### src/rtl/abad_ram.sv
`timescale 1ns / 1ps
// ----------------------------------------------------------------------------
// abad_ram
// Generic single-write, single-read RAM with a registered read port.
// ----------------------------------------------------------------------------
module abad_ram #(
    parameter int WIDTH = 8,
    parameter int DEPTH = 16
) (
    input  logic                     i_clk,
    input  logic                     i_we,
    input  logic [$clog2(DEPTH)-1:0] i_waddr,
    input  logic [WIDTH-1:0]         i_wdata,
    input  logic                     i_re,
    input  logic [$clog2(DEPTH)-1:0] i_raddr,
    output logic [WIDTH-1:0]         o_rdata
);

    logic [WIDTH-1:0] r_mem [DEPTH];
    logic [WIDTH-1:0] r_rdata;

    always_ff @(posedge i_clk) begin
        if (i_we) begin
            r_mem[i_waddr] <= i_wdata;
        end
        if (i_re) begin
            r_rdata <= r_mem[i_raddr];
        end
    end

    assign o_rdata = r_rdata;

endmodule

### config.mk
export PLATFORM = sky130hd
export DESIGN_NAME = abad_ram
export DESIGN_NICKNAME = d
export VERILOG_FILES = /design/src/rtl/abad_ram.sv
export SDC_FILE = /design/constraint.sdc
export NUM_CORES = 1
export LEC_CHECK = 0
export ABC_AREA = 1
export BUFFER_PORTS_ARGS = -buffer_cell sky130_fd_sc_hd__buf_4
export CAP_MARGIN = 10
export CELL_PAD_IN_SITES_DETAIL_PLACEMENT = 1
export CELL_PAD_IN_SITES_GLOBAL_PLACEMENT = 2
export CORE_UTILIZATION = 41
export CTS_CLUSTER_SIZE = 28
export DETAILED_ROUTE_END_ITERATION = 16
export PLACE_DENSITY = 0.88
export SLEW_MARGIN = 15
export SYNTH_ARGS = -nofsm -noshare
export SYNTH_HDL_FRONTEND = slang
export SYNTH_SLANG_ARGS = --single-unit
### constraint.sdc
create_clock -name i_clk -period 1.45 [get_ports i_clk]
set_input_delay 0.145 -clock i_clk [delete_from_list [all_inputs] [get_ports i_clk]]
set_output_delay 0.145 -clock i_clk [all_outputs]
set_load 0.005 [all_outputs]
# ---- After elaboration in Yosys (flattened, before gate mapping)
# Memory sizes are Yosys's and may differ from the RTL's. A register that Yosys moved wholly into a read port is not among the register bits.
# Cells that the tools add are included.
dict set report word_totals {
  regBits 0
  latchBits 0
  ramBits 128
  rom_bits 0
  wordCells 3
  mem_count 1
}
# name depth word_bits rd rd_clocked_by_memory_dff write_ports line
set memory_table {}
lappend memory_table {r_mem 16 8 1 1 1 19} ;# logic [WIDTH-1:0] r_mem [DEPTH];
dict set report op_classes {
  addsub 0
  multipliers 0
  div_mod_pow 0
  n_lt_le_gt_ge 0
  n_eq_ne 0
  shift 0
  muxes 2
  bitwise_logic 0
  n_reduce_logical 0
}
# op count
set ops {}
lappend ops {{two-way mux 1 bit} 2}

# ---- Longest topological paths before layout
# Gate-level depths: netlist of run 1.
dict set report depth {
  depth_word 2
  ltp_mapped 8
}

# ---- Least setup slack after synthesis of run 1
# OpenSTA, ideal clock, no wires.
dict set report synth_path {
  path_type {in2reg}
  from {input port i_waddr[2]}
  to {memory r_mem[10][0] (enable)}
  arrival_ps 726
  t_required_ps 1080
  slack_ps 354
  stages 2
  n_path_buf 0
  cell_sequence {nand3b_1 -> nor2_1}
}
# element line
set synth_rtl {}
lappend synth_rtl {{from (decl)} 12} ;# input logic [$clog2(DEPTH)-1:0] i_waddr,
lappend synth_rtl {{to (decl)} 19}
# Straight into the memory's write port.

==> results.toml, run 1 <==
[power]
powerDensity_nw_per_um2 = 1290
p_switching_w = 0.00190
ir_drop_mv = 0.570
pwr-share-comb = 0.066
p_seq_frac = 0.506
clock_power_share = 0.428
internal-power_w = 0.00691
leakage_nw = 2.94
swShare = 0.215

[yosys]
synth_nets = 570
synth.distinct_cells = 11
yosysTopAreaCell = "edfxtp_1"
synthSimpleGateAreaFrac = 0.208
seq_area_frac_synth = 0.698
synth_xor_area_frac = 0
synthCells = 551
ys_ff_latch = 136
synth.top_cells.by_area = "edfxtp_1 (70%), nand2_1 (11%), nand3_1 (8.3%), inv_1 (6.4%), buf_6 (1.2%)"
yosysWarningCount = 0
synth.avg_cell_area_sq_um = 10.6
yosys.area_share.adder = 0
synth_top_family_by_area = "simple AND/OR/NAND/NOR gates"
synth-compound-area-share = 0
synth_top_area_frac = 0.698
synthMuxAreaShare = 0
netlist_area_sq_um = 5850

[sta]
fin_ws_ns = 0.275
worst_clock_skew_ns = 0.00531
final.period_utilization = 0.810
fmax_ghz = 0.851
relSlewSlack = 0.602
grt_setup_unrepaired = "false"
setup_tns_ns = 0
finalHoldViolCount = 0
setup_viol = 0
period_needed_ns = 1.18
worst_slew_pin_slew_ns = 0.596
drv_slew = 0

[grt]
grt_first_pass_wirelength_mm = 23.1
grt_start_max_net_pins = 35
track_usage = 0.223
overflow = 0
grt_pass1_vias = 4120
antenna_found_initial = 0

[placement]
dp.final_hpwl_mm = 9.47
post_dp_cell_area_sq_um = 6310
gp_congestion = 0.787
numPortBuffers = 26
place_ws_ns = 0.0639
placed_cells = 758

[route]
drcViolationCount = 0
route.vias.total = 3935
ant_nets = 0
drtIter0Drc = 247
post_drt_wl_per_cell_microns = 19.0
first_pass_iters = 5
postRouteWirelength_mm = 14.9
avgViaCountPerCell = 5.00

[clock_network]
cts.sinks = 136
path_clk_slew_ns = 0.06
cts_hold_buf = 0
cts-htree-levels = 4
cts_root_buf = "clkbuf_16"
cts_buffer_depth = 2
cts_tree = "yes"
post_cts_resized = 0
clkLatencyLatePin_ns = 0.42
cts_setup_buffers = 0
cts_buffers = 17

[layout]
final_layout_size_suffix_gt1_frac = 0.122
area_growth_pct = 16.5
n_antenna_cell = 0
fillCellCount = 1525
seqCellArea_sq_um = 4080
finish.instance_area_sq_um = 6810
fin_util = 0.491
nets = 616
layout.cells.non_filler = 787
multi_input_area_sq_um = 1210

[critical_path]
cp_top_family = "simple AND/OR/NAND/NOR gates"
reg2reg_depth = 6
worst_path_max_delay_cell = "edfxtp_1"
cp_num_buf_inv = 1
critPathMostFrequentCell = "nand3_1"
cp.depth = 6
crit_chain = "inv_1, nand2_1, nand3_1, nand3_1, nand3_1, nand2_1"
cpPeakStageDelay_ns = 0.36
cp-start-kind = "flip-flop"
worstPathRequired_ns = 1.62
crit_type = "reg -> reg"
cp.arrival_ns = 1.35
worstPathMaxFanout = 1
end_kind = "flip-flop"

[die]
initial_core_util = 0.421
io_pins = 27
dieArea_sq_um = 14700
die_h_microns = 121
coreArea_sq_um = 13900
die_w_microns = 121
rows = 43

[worst_hold_path]
min_path_type = "in -> reg"
hold_depth = 1

[job]
maxCapViolCount = 0

[run_status]
outcome = "complete, no violations"
## routing by layer
layer / track usage / vias up / part of all wire
met5: 0 / - / 0
met4: 0.101 / 0 / 0.023
met3: 0.0489 / 26 / 0.042
met2: 0.354 / 84 / 0.48
met1: 0.293 / 1957 / 0.46
li1: - / 1868 / -
## cells by family after synthesis
| logic type | Yosys count |
|---|---|
| buffers and inverters | 126 |
| and+or+nand+nor | 289 |
| DFF | 136 |
## placed cells by master, fill, tap and decap left out, types with 3 or more instances in the layout
cell type | synthesis | final
nand2_1 | 173 | 173
edfxtp_1 | 136 | 136
inv_1 | 100 | 100
nand3_1 | 97 | 97
buf_4 | 4 | 49
nor2_1 | 17 | 17
clkbuf_16 | 0 | 17
clkbuf_1 | 0 | 5
clkinv_1 | 0 | 3
clkinv_2 | 0 | 3
## worst reg2reg max path, cell delays in order, from the launching register on
cell and delay, ns:
edfxtp_1 0.36, inv_1 0.08, nand2_1 0.07, nand3_1 0.11, nand3_1 0.13, nand3_1 0.12
nand2_1 0.06
## stage by stage
stage	hold slack, ns	power, W
floorplan	0.244	0.00484
global placement	0.467	0.00511
detailed placement	0.473	0.00513
CTS	0.0237	0.00889
global route	0.0348	0.00908
finish	0.0422	0.00881
## registers in the layout (all words and copies together) (netlist names)
| name | cells |
|---|---|
| r_mem | 128 |
| o_rdata | 8 |
## path summary, 6_finish.rpt
check | from | slack (ns) | endpoint
worst min register to register | r_mem[2][0] | 0.76 | o_rdata[0]
worst max register to register | r_mem[5][6] | 0.27 | o_rdata[6]
worst max-delay path | r_mem[5][6] | 0.27 | o_rdata[6]
worst min-delay path | i_re | 0.04 | o_rdata[4]
## power groups by stage
stage | clock, W | combinational, W | sequential [W]
after floorplan | 0 | 0.000310 | 0.00453
after global placement | 0 | 0.000572 | 0.00454
after detailed placement | 0 | 0.000585 | 0.00454
after CTS | 0.00383 | 0.000593 | 0.00446
after global routing | 0.00397 | 0.000645 | 0.00446
final | 0.00377 | 0.000581 | 0.00446
## synthesized netlist by cell type
cell	n
nand3_1	97
buf_1	1
nor2_1	17
buf_6	6
inv_2	2
edfxtp_1	136
buf_4	4
nand2_1	173
buf_2	13
inv_1	100
nand3b_1	2
## layout make-up
cell class | count | share of cell area
multi-input cells | 289 | 0.178
flip-flops and latches | 136 | 0.599
clock inverters | 7 | 0.00826
clock buffers | 22 | 0.0652
repair buffers | 51 | 0.0599
well taps | 180 | 0.0331
inverters | 102 | 0.0562
(Power assumes the default switching activity.)
==> inputs of run 2 (changes only) <==
- clock period: 1.45 -> 1.1 ns (I/O delays scaled with it)
==> results.toml, run 2 (synthesized netlist as in run 1, its figures left out) <==
[critical_path]
cp.arrival_ns = 1.31
end_kind = "flip-flop"
crit_type = "reg -> reg"
cp-start-kind = "flip-flop"
worstPathRequired_ns = 1.28
worstPathMaxFanout = 1

[sta]
grt_setup_unrepaired = "true"
worst_clock_skew_ns = 0.00886
final.period_utilization = 1.02
finalHoldViolCount = 0
drv_slew = 0
relSlewSlack = 0.486
fmax_ghz = 0.890
fin_ws_ns = -0.0234
worst_slew_pin_slew_ns = 0.770
setup_viol = 3
period_needed_ns = 1.12

[die]
dieArea_sq_um = 14700
rows = 43
die_w_microns = 121
io_pins = 27
coreArea_sq_um = 13900
die_h_microns = 121
initial_core_util = 0.421

[grt]
overflow = 0
grt_pass1_vias = 4427
grt_first_pass_wirelength_mm = 25.0
antenna_found_initial = 0
grt_start_max_net_pins = 33
track_usage = 0.241

[placement]
dp.final_hpwl_mm = 10.3
placed_cells = 766
numPortBuffers = 26
gp_congestion = 0.793

[power]
leakage_nw = 3.16
powerDensity_nw_per_um2 = 1730
power.total_w = 0.0127
ir_drop_mv = 1.20

[layout]
n_antenna_cell = 0
final_cell_mix = "nand2_1 (160), edfxtp_1 (136), inv_1 (96), nand3_2 (53), buf_4 (49)"
largest_register = "r_mem"
nets = 625
layout_commonest_cell = "nand2_1"
layout.cells.non_filler = 799
area_growth_pct = 25.7
final_layout_size_suffix_gt1_frac = 0.258
largest_register_ffs = 128

[route]
post_drt_wl_per_cell_microns = 20.3
ant_nets = 0
drtIter0Drc = 310
first_pass_iters = 6
drcViolationCount = 0
avgViaCountPerCell = 5.08
postRouteWirelength_mm = 16.2
route.vias.total = 4061

[job]
maxCapViolCount = 0

[clock_network]
cts_buffers = 17
path_clk_slew_ns = 0.06
cts_root_buf = "clkbuf_16"
cts_setup_buffers = 0
cts-htree-levels = 4
cts_tree = "yes"
cts_buffer_depth = 2
clkLatencyLatePin_ns = 0.43
cts.sinks = 136

[run_status]
outcome = "finished, violations left"
violations = "setup timing"

[worst_hold_path]
min_path_type = "in -> reg"
==> run 2: layout make-up <==
cell class              count  area [sq um]
repair buffers             60           534
well taps                 180           225
fillers                  1486          6530
inverters                 102           383
clock buffers              18           429
clock inverters            14           180
multi-input cells         289          1510
flip-flops and latches    136          4080
==> run 2: path summary, 6_finish.rpt <==
kind | startpoint | to | slack (ns) | depth (start not counted)
min reg2reg | r_mem[2][2] | o_rdata[2] | 0.77 | 6
min | i_wdata[4] | r_mem[9][4] | 0.02 | 1
max reg2reg | r_mem[3][3] | o_rdata[3] | -0.02 | 6
max | r_mem[3][3] | o_rdata[3] | -0.02 | 6
==> run 2: power breakdown <==
part	switching, W	total (W)	internal, W
sequential	0.0000410	0.00588	0.00584
combinational	0.000597	0.000920	0.000323
clock	0.00217	0.00593	0.00376
==> run 2: routing by layer <==
layer,routed length (microns),GRT usage
met5,0,0
met4,269,0.129
met3,807,0.0409
met2,8350,0.394
met1,6800,0.306
==> run 2: stage by stage <==
stage | setup slack, ns | utilization | hold WS, ns | setup TNS (ns) | instance area [sq um]
after global routing | -0.0791 | 0.529 | 0.0304 | -0.513 | 7350
after CTS | -0.0707 | 0.511 | 0.0183 | -0.330 | 7090
final | -0.0234 | 0.529 | 0.0213 | -0.0536 | 7350
after global placement | -0.266 | 0.462 | 0.431 | -1.87 | 6410
after detailed placement | -0.347 | 0.462 | 0.428 | -3.74 | 6410
after floorplan | 0.0392 | - | 0.209 | 0 | 5850
==> run 2: critical path, cell delays in order (launching register included) <==
cell      delay, ns
edfxtp_1       0.40
nand2_2        0.11
nand2_2        0.06
nand2_2        0.07
nand3_2        0.10
nand3_2        0.07
nand2_1        0.06
==> run 2: repair_timing <==
| action | 4_1_cts | 5_1_grt |
|---|---|---|
| hold buffers | 1 | 0 |
| pin swaps | 10 | 30 |
| setup endpoints to repair | 12 | 13 |
| resized for setup | 13 | 62 |
| hold endpoints to repair | 8 | 0 |
