$ cat src/rtl/abad_pkg.sv
`timescale 1ns / 1ps
// ----------------------------------------------------------------------------
// abad_pkg
// Shared constants and types of the adaptive binary arithmetic decoder.
// ----------------------------------------------------------------------------
package abad_pkg;

    localparam int CTX_BITS   = 8;
    localparam int COUNT_BITS = 28;
    localparam int CTX_DEPTH  = 1 << CTX_BITS;
    localparam int RANGE_BITS = 64;
    localparam int PROB_BITS  = 32;
    localparam int DEN_BITS   = COUNT_BITS + 2;
    localparam int CNT_W      = $clog2(PROB_BITS + 1);
    localparam int PEND_BITS  = 4;
    localparam int NORM_MAX   = 8;

    localparam logic FUNC_FEED   = 1'b0;
    localparam logic FUNC_DECODE = 1'b1;

    typedef logic [COUNT_BITS-1:0] t_count;
    typedef logic [DEN_BITS-1:0]   t_den;
    typedef logic [PROB_BITS-1:0]  t_prob;
    typedef logic [CTX_BITS-1:0]   t_ctx;
    typedef logic [PEND_BITS-1:0]  t_pend;

endpackage

$ cat src/rtl/abad_div.sv
`timescale 1ns / 1ps
// ----------------------------------------------------------------------------
// abad_div
// Restoring serial divider that yields one quotient bit per cycle.
// ----------------------------------------------------------------------------
module abad_div
    import abad_pkg::*;
(
    input  logic  i_clk,
    input  logic  i_rst_n,
    input  logic  i_start,
    input  t_den  i_num,
    input  t_den  i_den,
    output t_prob o_quot,
    output logic  o_done
);

    t_den             r_rem;
    t_den             r_den;
    t_prob            r_quot;
    logic [CNT_W-1:0] r_cnt;
    logic             r_busy;
    logic             r_done;

    logic [DEN_BITS:0] w_trial;
    logic              w_ge;
    logic [DEN_BITS:0] w_diff;

    assign w_trial = {r_rem, 1'b0};
    assign w_ge    = w_trial >= {1'b0, r_den};
    assign w_diff  = w_trial - {1'b0, r_den};

    always_ff @(posedge i_clk) begin
        if (!i_rst_n) begin
            r_busy <= 1'b0;
            r_done <= 1'b0;
            r_cnt  <= '0;
        end else begin
            r_done <= 1'b0;
            if (i_start) begin
                r_rem  <= i_num;
                r_den  <= i_den;
                r_quot <= '0;
                r_cnt  <= CNT_W'(PROB_BITS);
                r_busy <= 1'b1;
            end else if (r_busy) begin
                r_rem  <= w_ge ? w_diff[DEN_BITS-1:0] : w_trial[DEN_BITS-1:0];
                r_quot <= {r_quot[PROB_BITS-2:0], w_ge};
                r_cnt  <= r_cnt - CNT_W'(1);
                if (r_cnt == CNT_W'(1)) begin
                    r_busy <= 1'b0;
                    r_done <= 1'b1;
                end
            end
        end
    end

    assign o_quot = r_quot;
    assign o_done = r_done;

endmodule

$ cat config.mk
export PLATFORM = sky130hd
export DESIGN_NAME = abad_div
export DESIGN_NICKNAME = d
export VERILOG_FILES = /design/src/rtl/abad_pkg.sv /design/src/rtl/abad_div.sv
export SDC_FILE = /design/constraint.sdc
export NUM_CORES = 1
export LEC_CHECK = 0
export BUFFER_PORTS_ARGS = -buffer_cell sky130_fd_sc_hd__buf_2
export CAP_MARGIN = 20
export CORE_MARGIN = 3
export CORE_UTILIZATION = 30
export CTS_BUF_LIST = sky130_fd_sc_hd__clkbuf_8
export DETAILED_ROUTE_END_ITERATION = 12
export RECOVER_POWER = 50
export SETUP_SLACK_MARGIN = 0.2
export SLEW_MARGIN = 20
export SYNTH_ARGS = -nofsm -noshare
export SYNTH_HDL_FRONTEND = slang
export SYNTH_SLANG_ARGS = --single-unit
$ cat constraint.sdc
create_clock -name i_clk -period 6.3 [get_ports i_clk]
set_clock_uncertainty 0.1 [all_clocks]
set_input_delay 0.315 -clock i_clk [delete_from_list [all_inputs] [get_ports i_clk]]
set_output_delay 0.315 -clock i_clk [all_outputs]
set_load 0.02 [all_outputs]
# Yosys cells after proc, flatten, opt, wreduce, memory -nomap -nowiden
# Cells that the tools add are included.
[word_totals]
ff_bits = 100
latchBits = 0
ram_bits = 0
romBits = 0
inputBits = 63
out_inout_bits = 33
wordCells = 28
n_memories = 0
[classes]
addsub = 2
mul = 0
div = 0
magnitude_cmp = 1
eq_ne = 1
shifts = 0
muxes = 10
bitwise = 2
n_reduce_logical = 5
[op_table]
columns = ["operator", "count"]
rows = [
  ["$mux 30", 3],
  ["$mux 32", 1],
  ["$ge 31x30->1", 1],
  ["$sub 30x30->30", 1],
  ["$mux 6", 2],
  ["$eq 6x1->1 const B", 1],
  ["$sub 6x1->6 const B", 1],
  ["$mux 1", 4],
  ["$reduce_and 2->1", 2],
  ["$reduce_or 3->1", 1],
  ["$not 1->1", 2],
  ["$reduce_bool 2->1", 1],
  ["$reduce_or 2->1", 1],
]

# Logic depth before layout (Yosys ltp)
# Gate-level depths: netlist (run 1).
[logic_depth]
depth_word = 4
mapped_depth = 14
depth_no_buf = 12

# Worst setup path before layout (run 1)
# OpenSTA, ideal clock, no wires.
[synth_path]
path_kind = "register to register"
from = "register r_rem[0]"
to = "register r_rem[26] (data pin)"
setup_time_ns = 0.261
arrival_ns = 2.573
required_time_ns = 5.939
path_slack_ns = 3.366
path_stages_with_launch = 11
n_path_buf = 0
synth_period_minus_slack_ns = 2.934
cell_sequence = "edfxtp_1 > fa_1 > a211oi_2 > o21ai_2 > o211ai_2 > a21oi_2 > a31oi_4 > nor2_1 > a311o_1 > xor2_1 > a221o_1"
[synth_between]
elab_chain_cells = 4
word_cells_on_any_way = 5
cone_classes = "add/sub: 1; order compare: 1; mux: 3"
[synth_rtl]
columns = ["item", "line", "text"]
rows = [
  ["start, declared", "abad_div.sv:18", "t_den r_rem;"],
  ["start signal, assigned", "abad_div.sv:41", "r_rem <= i_num;"],
  ["start signal, assigned", "abad_div.sv:47", "r_rem <= w_ge ? w_diff[DEN_BITS-1:0] : w_trial[DEN_BITS-1:0];"],
  ["$sub 30x30->30 or $ge 31x30->1 (tied branches)", "abad_div.sv:31, abad_div.sv:30", ""],
  ["$mux 30 *", "abad_div.sv:47", ""],
  ["$mux 30 *", "abad_div.sv:46", "end else if (r_busy) begin"],
  ["$mux 30 *", "abad_div.sv:40", "if (i_start) begin"],
]
# Mark *: on every way between the ends. The rest lies on a longest branch, timed or not. The select of a mux whose other input is x is not followed.
# A chain may end at the register's enable or synchronous reset.

# Final worst setup path (run 1)
[layout_path]
from = "input i_start"
to = "register r_rem[28] (data pin)"
[layout_between]
elab_chain_cells = 1
[layout_rtl]
columns = ["item", "line", "text"]
rows = [
  ["start, declared", "abad_div.sv:11", "input logic i_start,"],
  ["$mux 30", "abad_div.sv:40", ""],
]
# Every way passes these cells.

==> results.sh, run 1 <==
export IMPL_wl_um=13400
export IMPL_path_class="input pin to register"
export IMPL_avgViaCountPerCell=4.69
export IMPL_numClockSinks=100
export IMPL_critPathMostFrequentCell="clkbuf_1"
export IMPL_initial_core_util_pct=30.7
export IMPL_async_reset_ff_share_pct=0
export IMPL_cp_start_kind="input pin"
export IMPL_tritoncts="built"
export IMPL_fin_ws_ns=2.52
export IMPL_yosysTopAreaCell="edfxtp_1"
export IMPL_gp_congestion=0.850
export IMPL_clk_pin_slew_worst_paths_ns=0.13
export IMPL_cap_violations=2
export IMPL_stdcell_count=890
export IMPL_synth_edf_count=92
export IMPL_clk_path_buf_depth=2
export IMPL_ys_types=60
export IMPL_numCtsBuffers=9
export IMPL_whs_ns=0.0741
export IMPL_wl_per_cell_um=15.0
export IMPL_syn_inst=504
export IMPL_grt_pass1_vias=4335
export IMPL_ys_seq_elements=100
export IMPL_syn_area_um2=5780
export IMPL_cts_setup_buffers=0
export IMPL_clkLatencyLatePin_ns=0.40
export IMPL_synth_fp_nets=600
export IMPL_synth_warnings=0
export IMPL_max_stage_delay_ns=2.20
export IMPL_gr_usage_all_layers_pct=12.9
export IMPL_synthFlopType="edfxtp_1"
export IMPL_rsz0062_at_grt="false"
export IMPL_root_buffer="clkbuf_8"
export IMPL_status="finished, violations left"
export IMPL_io_pins=96
export IMPL_core_area_um2=18800
export IMPL_fin_nets=721
export IMPL_overflow=0
export IMPL_design_area_um2=6950
export IMPL_hp_class="input pin to register"
export IMPL_dpl_cell_area_um2=6490
export IMPL_dp_cells=844
export IMPL_fin_crit_sh_pct=60.0
export IMPL_yosys_area_top_type_share_pct=47.8
export IMPL_hold_violations=0
export IMPL_power_leakage_nw=2.74
export IMPL_fmax_mhz=265
export IMPL_cp_required_ns=6.37
export IMPL_power_density_nw_per_um2=255
export IMPL_cp_arrival_ns=3.85
export IMPL_relSlewSlack_pct=-103
export IMPL_numPortBuffers=95
export IMPL_chipWidth_um=145
export IMPL_cts_max_level=3
export IMPL_drcViolationCount=0
export IMPL_place_ws_ns=2.70
export IMPL_slowest_stage="clkbuf_1"
export IMPL_drt_first_pass_iters=5
export IMPL_dp_hpwl_um=9460
export IMPL_worstPathCellList="clkbuf_1 -> clkbuf_1 -> nor3b_1 -> a221o_1"
export IMPL_worst_slew_pin_slew_ns=3.04
export IMPL_peakVddDrop_uv=143
export IMPL_drive_gt1_share_pct=19.4
export IMPL_die_y_um=145
export IMPL_drtIter0Drc=244
export IMPL_violations="capacitance limit, slew limit"
export IMPL_num_antenna_cells=0
export IMPL_rows=50
export IMPL_area_growth_pct=20.3
export IMPL_die_area_um2=21000
export IMPL_via_count=4170
export IMPL_grt_pass1_wl_um=21400
export IMPL_antenna_found_initial=0
export IMPL_grt_start_max_net_pins=68
export IMPL_cp_max_fo=67
export IMPL_maxSlewViolCount=99
export IMPL_syn_area_per_cell_um2=11.5
export IMPL_end_kind="register"
export IMPL_final_util_pct=36.9
export IMPL_period_needed_ns=3.78
export IMPL_ant_nets=0
export IMPL_total_power_mw=1.77
export IMPL_setup_tns_ns=0
export IMPL_ys_seq_area_share_pct=50.6
export IMPL_synth_area_top_cells="edfxtp_1, ha_1, mux2_2"
export IMPL_setup_viol=0
[Yosys cell counts, types with 6 or more instances]
master	count
o21ai_0	7
o21ai_1	9
inv_1	39
xor2_1	10
a21o_1	11
edfxtp_1	92
and3_1	6
a21oi_1	40
nor2b_1	40
nand2b_1	6
ha_1	32
dfxtp_1	8
clkbuf_1	9
mux2_2	23
o21a_1	6
xnor2_1	19
nand2_1	31
nand3_1	6
buf_2	6
nor2_1	26
[power breakdown]
group	internal [mW]	switching, mW
clock	0.161	0.276
combinational	0.236	0.280
sequential	0.792	0.0244
total	1.19	0.580
[metal layers]
metal	GRT usage [%]	vias to the layer above	wire (µm)
li1	-	2071	-
met1	17.3	1991	6250
met2	20.4	88	6350
met3	3.06	20	477
met4	5.01	0	301
met5	0	-	0
[worst max-delay path, delay by kind of cell]
kind	cells	cell delay, ns
buffers and inverters	2	2.93
and+or+nand+nor	1	0.16
AOI/OAI and AO/OA	1	0.38
[placed cells by master, fill, tap and decap left out, types with 4 or more instances in the layout]
cell type      count
edfxtp_1          92
buf_2             60
a21oi_1           40
nor2b_1           40
inv_1             39
clkbuf_1          37
ha_1              32
nand2_1           31
dlygate4sd3_1     30
nor2_1            26
mux2_2            23
xnor2_1           19
a21o_1            11
xor2_1            10
o21ai_1            9
clkbuf_8           9
dfxtp_1            8
o21ai_0            7
nand3_1            6
nand2b_1           6
o21a_1             6
and3_1             6
nor3b_1            5
mux2_4             5
mux2i_1            5
o211ai_1           4
a221o_1            4
o21bai_1           4
nor3_1             4
[path summary, 6_finish.rpt]
check / start / end / slack (ns) / depth (start not counted)
max: i_start / r_rem[28] / 2.52 / 4
min: i_rst_n / r_cnt[5] / 0.07 / 2
max reg2reg: r_rem[0] / r_rem[10] / 2.68 / 11
min reg2reg: r_cnt[0] / r_cnt[0] / 0.43 / 2
[state kept, by name (all words and copies together) (netlist names)]
register,count
r_busy,1
r_den,30
o_quot,32
o_done,1
r_cnt,6
r_rem,30
[final cells by class]
cell class / instances / area [µm²]
flip-flops and latches: 100 / 2920
inverters: 39 / 146
fillers: 1897 / 11900
clock buffers: 9 / 124
multi-input cells: 347 / 2590
clock inverters: 7 / 88.8
repair buffers: 128 / 747
well taps: 260 / 325
[logic make-up (layout without fill, tap and decap cells)]
group,Yosys count,in the layout,share of synthesized area [%]
buffers and inverters,57,183,4.53
muxes,33,33,6.65
adders and majority gates,33,33,7.28
AOI/OAI and AO/OA,115,115,13.8
and+or+nand+nor,137,137,12.7
DFF,100,100,50.6
xor gates and xnor gates,29,29,4.40
[repair_timing]
action | CTS | global route
hold buffers | 30 | 0
gates resized for setup | 0 | 0
setup endpoints to repair | 0 | 0
endpoints found under the hold margin | 30 | 0
No activity file was read; power rests on OpenSTA's default activity.
==> run 2: changes to the inputs <==
- ABC_AREA: unset -> 1
- clock period: 6.3 -> 3.45 ns (I/O delays scaled with it)
==> results.sh, run 2 <==
export IMPL_dpl_cell_area_um2=7280
export IMPL_final_common_cell="nand2_1"
export IMPL_slowest_stage="edfxtp_1"
export IMPL_fillerInstances=2242
export IMPL_hold_violations=0
export IMPL_synth_edf_count=92
export IMPL_path_class="register to register"
export IMPL_cp_max_fo=19
export IMPL_synthFlopType="edfxtp_1"
export IMPL_synthTopCellsByCount="nand2_1, inv_1, nor2_1"
export IMPL_cp_arrival_ns=2.98
export IMPL_numClockSinks=100
export IMPL_clkLatencyLatePin_ns=0.41
export IMPL_cp_required_ns=3.52
export IMPL_worst_slew_pin_slew_ns=2.19
export IMPL_hp_class="input pin to register"
export IMPL_clk_path_buf_depth=2
export IMPL_synth_compound_gate_area_share_pct=3.86
export IMPL_via_count=5776
export IMPL_crit_family="simple AND/OR/NAND/NOR gates"
export IMPL_worstPathCellList="ha_1 -> nand2_1 -> inv_1 -> a21oi_1 -> nand2_1 -> a21oi_1 -> nand3_4 -> buf_4 -> nor2_1 -> nor2_1 -> nand2_1 -> nand2_1"
export IMPL_die_y_um=153
export IMPL_tritoncts="built"
export IMPL_synth_simple_area_share_pct=31.9
export IMPL_ant_nets=0
export IMPL_chipWidth_um=153
export IMPL_antenna_found_initial=0
export IMPL_wl_um=18200
export IMPL_synth_area_mux_share_pct=0
export IMPL_cts_setup_buffers=0
export IMPL_setup_tns_ns=0
export IMPL_fin_nets=1118
export IMPL_grt_pass1_vias=5990
export IMPL_drcViolationCount=0
export IMPL_num_antenna_cells=0
export IMPL_area_growth_pct=24.5
export IMPL_setup_viol=0
export IMPL_root_buffer="clkbuf_8"
export IMPL_gp_congestion=0.917
export IMPL_ys_seq_area_share_pct=45.3
export IMPL_ys_types=34
export IMPL_ys_seq_elements=100
export IMPL_end_kind="register"
export IMPL_critPathMostFrequentCell="nand2_1"
export IMPL_fin_crit_sh_pct=84.4
export IMPL_synth_most_common_cell="nand2_1"
export IMPL_relSlewSlack_pct=-45.7
export IMPL_dp_hpwl_um=13700
export IMPL_mostFrequentLayoutCells="nand2_1, inv_1, nor2_1"
export IMPL_status="finished, violations left"
export IMPL_peakVddDrop_uv=223
export IMPL_rows=53
export IMPL_cp_start_kind="register"
export IMPL_numCtsBuffers=9
export IMPL_drtIter0Drc=310
export IMPL_synth_warnings=0
export IMPL_design_area_um2=8030
export IMPL_fmax_mhz=343
export IMPL_syn_area_um2=6450
export IMPL_power_density_nw_per_um2=447
export IMPL_io_pins=96
export IMPL_overflow=0
export IMPL_wl_per_cell_um=14.0
export IMPL_core_area_um2=21100
export IMPL_maxSlewViolCount=111
export IMPL_violations="capacitance limit, slew limit"
export IMPL_yosys_area_share_adder_pct=6.52
export IMPL_async_reset_ff_share_pct=0
export IMPL_drive_gt1_share_pct=9.93
export IMPL_multiInputGateArea_um2=2840
export IMPL_cap_violations=2
export IMPL_max_stage_delay_ns=0.47
export IMPL_synth_top_family_by_area="simple AND/OR/NAND/NOR gates"
export IMPL_yosys_area_top_type_share_pct=42.8
export IMPL_synth_area_top_cells="edfxtp_1, nand2_1, inv_1"
export IMPL_syn_inst=863
export IMPL_period_needed_ns=2.91
export IMPL_path_buf_inv=2
export IMPL_syn_area_per_cell_um2=7.47
export IMPL_die_area_um2=23300
export IMPL_rsz0062_at_grt="false"
export IMPL_yosysTopAreaCell="edfxtp_1"
export IMPL_clk_pin_slew_worst_paths_ns=0.12
export IMPL_synthXorXnorAreaFrac_pct=1.63
export IMPL_cts_max_level=3
export IMPL_power_leakage_nw=3.93
export IMPL_grt_pass1_wl_um=30100
export IMPL_largest_reg_flops=32
export IMPL_synth_fp_nets=959
export IMPL_avgViaCountPerCell=4.44
export IMPL_drt_first_pass_iters=5
export IMPL_initial_core_util_pct=30.6
export IMPL_gr_usage_all_layers_pct=16.0
export IMPL_regArea_um2=2920
export IMPL_numPortBuffers=95
export IMPL_grt_start_max_net_pins=63
-- run 2: final timing paths --
path	start	endpoint	slack, ns	cells past startpoint
max	r_rem[20]	r_rem[17]	0.54	12
min	i_num[16]	r_rem[16]	0.02	3
max reg2reg	r_rem[20]	r_rem[17]	0.54	12
min reg2reg	r_cnt[1]	r_cnt[1]	0.42	2
-- run 2: stage by stage --
stage / hold slack [ns] / setup slack, ns / instances / power [mW] / util (%)
after CTS: 0.00281 / 0.450 / 1302 / 3.62 / 38.3
after detailed placement: 0.251 / 0.493 / 1227 / 2.74 / 34.5
after global placement: 0.250 / 0.503 / 1227 / 2.73 / 34.5
after global routing: 0.0167 / 0.262 / 1302 / 3.84 / 38.1
after floorplan: 0.171 / 0.738 / 863 / 2.41 / -
final: 0.0163 / 0.538 / 1302 / 3.59 / 38.1
-- run 2: cell families (layout without fill, tap and decap cells) --
kind of cell	Yosys count	count (layout)
simple gates	494	494
buf+inv	177	341
flops	100	100
compound gates	47	47
fa+ha+maj	33	33
xor+xnor	12	12
-- run 2: worst register-to-register path, cell delays in order (launching register included) --
cell and delay (ns):
edfxtp_1 0.47, ha_1 0.39, nand2_1 0.15, inv_1 0.05, a21oi_1 0.23, nand2_1 0.12, a21oi_1 0.22, nand3_4 0.25
buf_4 0.29, nor2_1 0.10, nor2_1 0.05, nand2_1 0.16, nand2_1 0.08
-- run 2: timing repair --
| item | in CTS | in global routing |
|---|---|---|
| resized for setup | 0 | 1 |
| endpoints found under the hold margin | 61 | 0 |
| hold buffers | 59 | 0 |
| setup endpoints to repair | 0 | 2 |
-- run 2: layout make-up --
cell class	instances	area share (%)
flip-flops and latches	100	36.4
multi-input cells	586	35.4
repair buffers	163	13.7
inverters	162	7.57
well taps	275	4.29
clock buffers	9	1.54
clock inverters	7	1.11
-- run 2: per-layer routing --
layer  up-vias  track usage (%)  wire, µm
li1       3019                -         -
met1      2605             21.0      8680
met2       125             26.8      8470
met3        27             2.70       647
met4         0             5.30       391
met5         -                0         0
-- run 2: power breakdown --
part	internal, mW	leakage, nW	switching (mW)
sequential	1.47	0.957	0.0581
combinational	0.446	2.86	0.785
clock	0.299	0.107	0.528
total	2.22	3.93	1.37
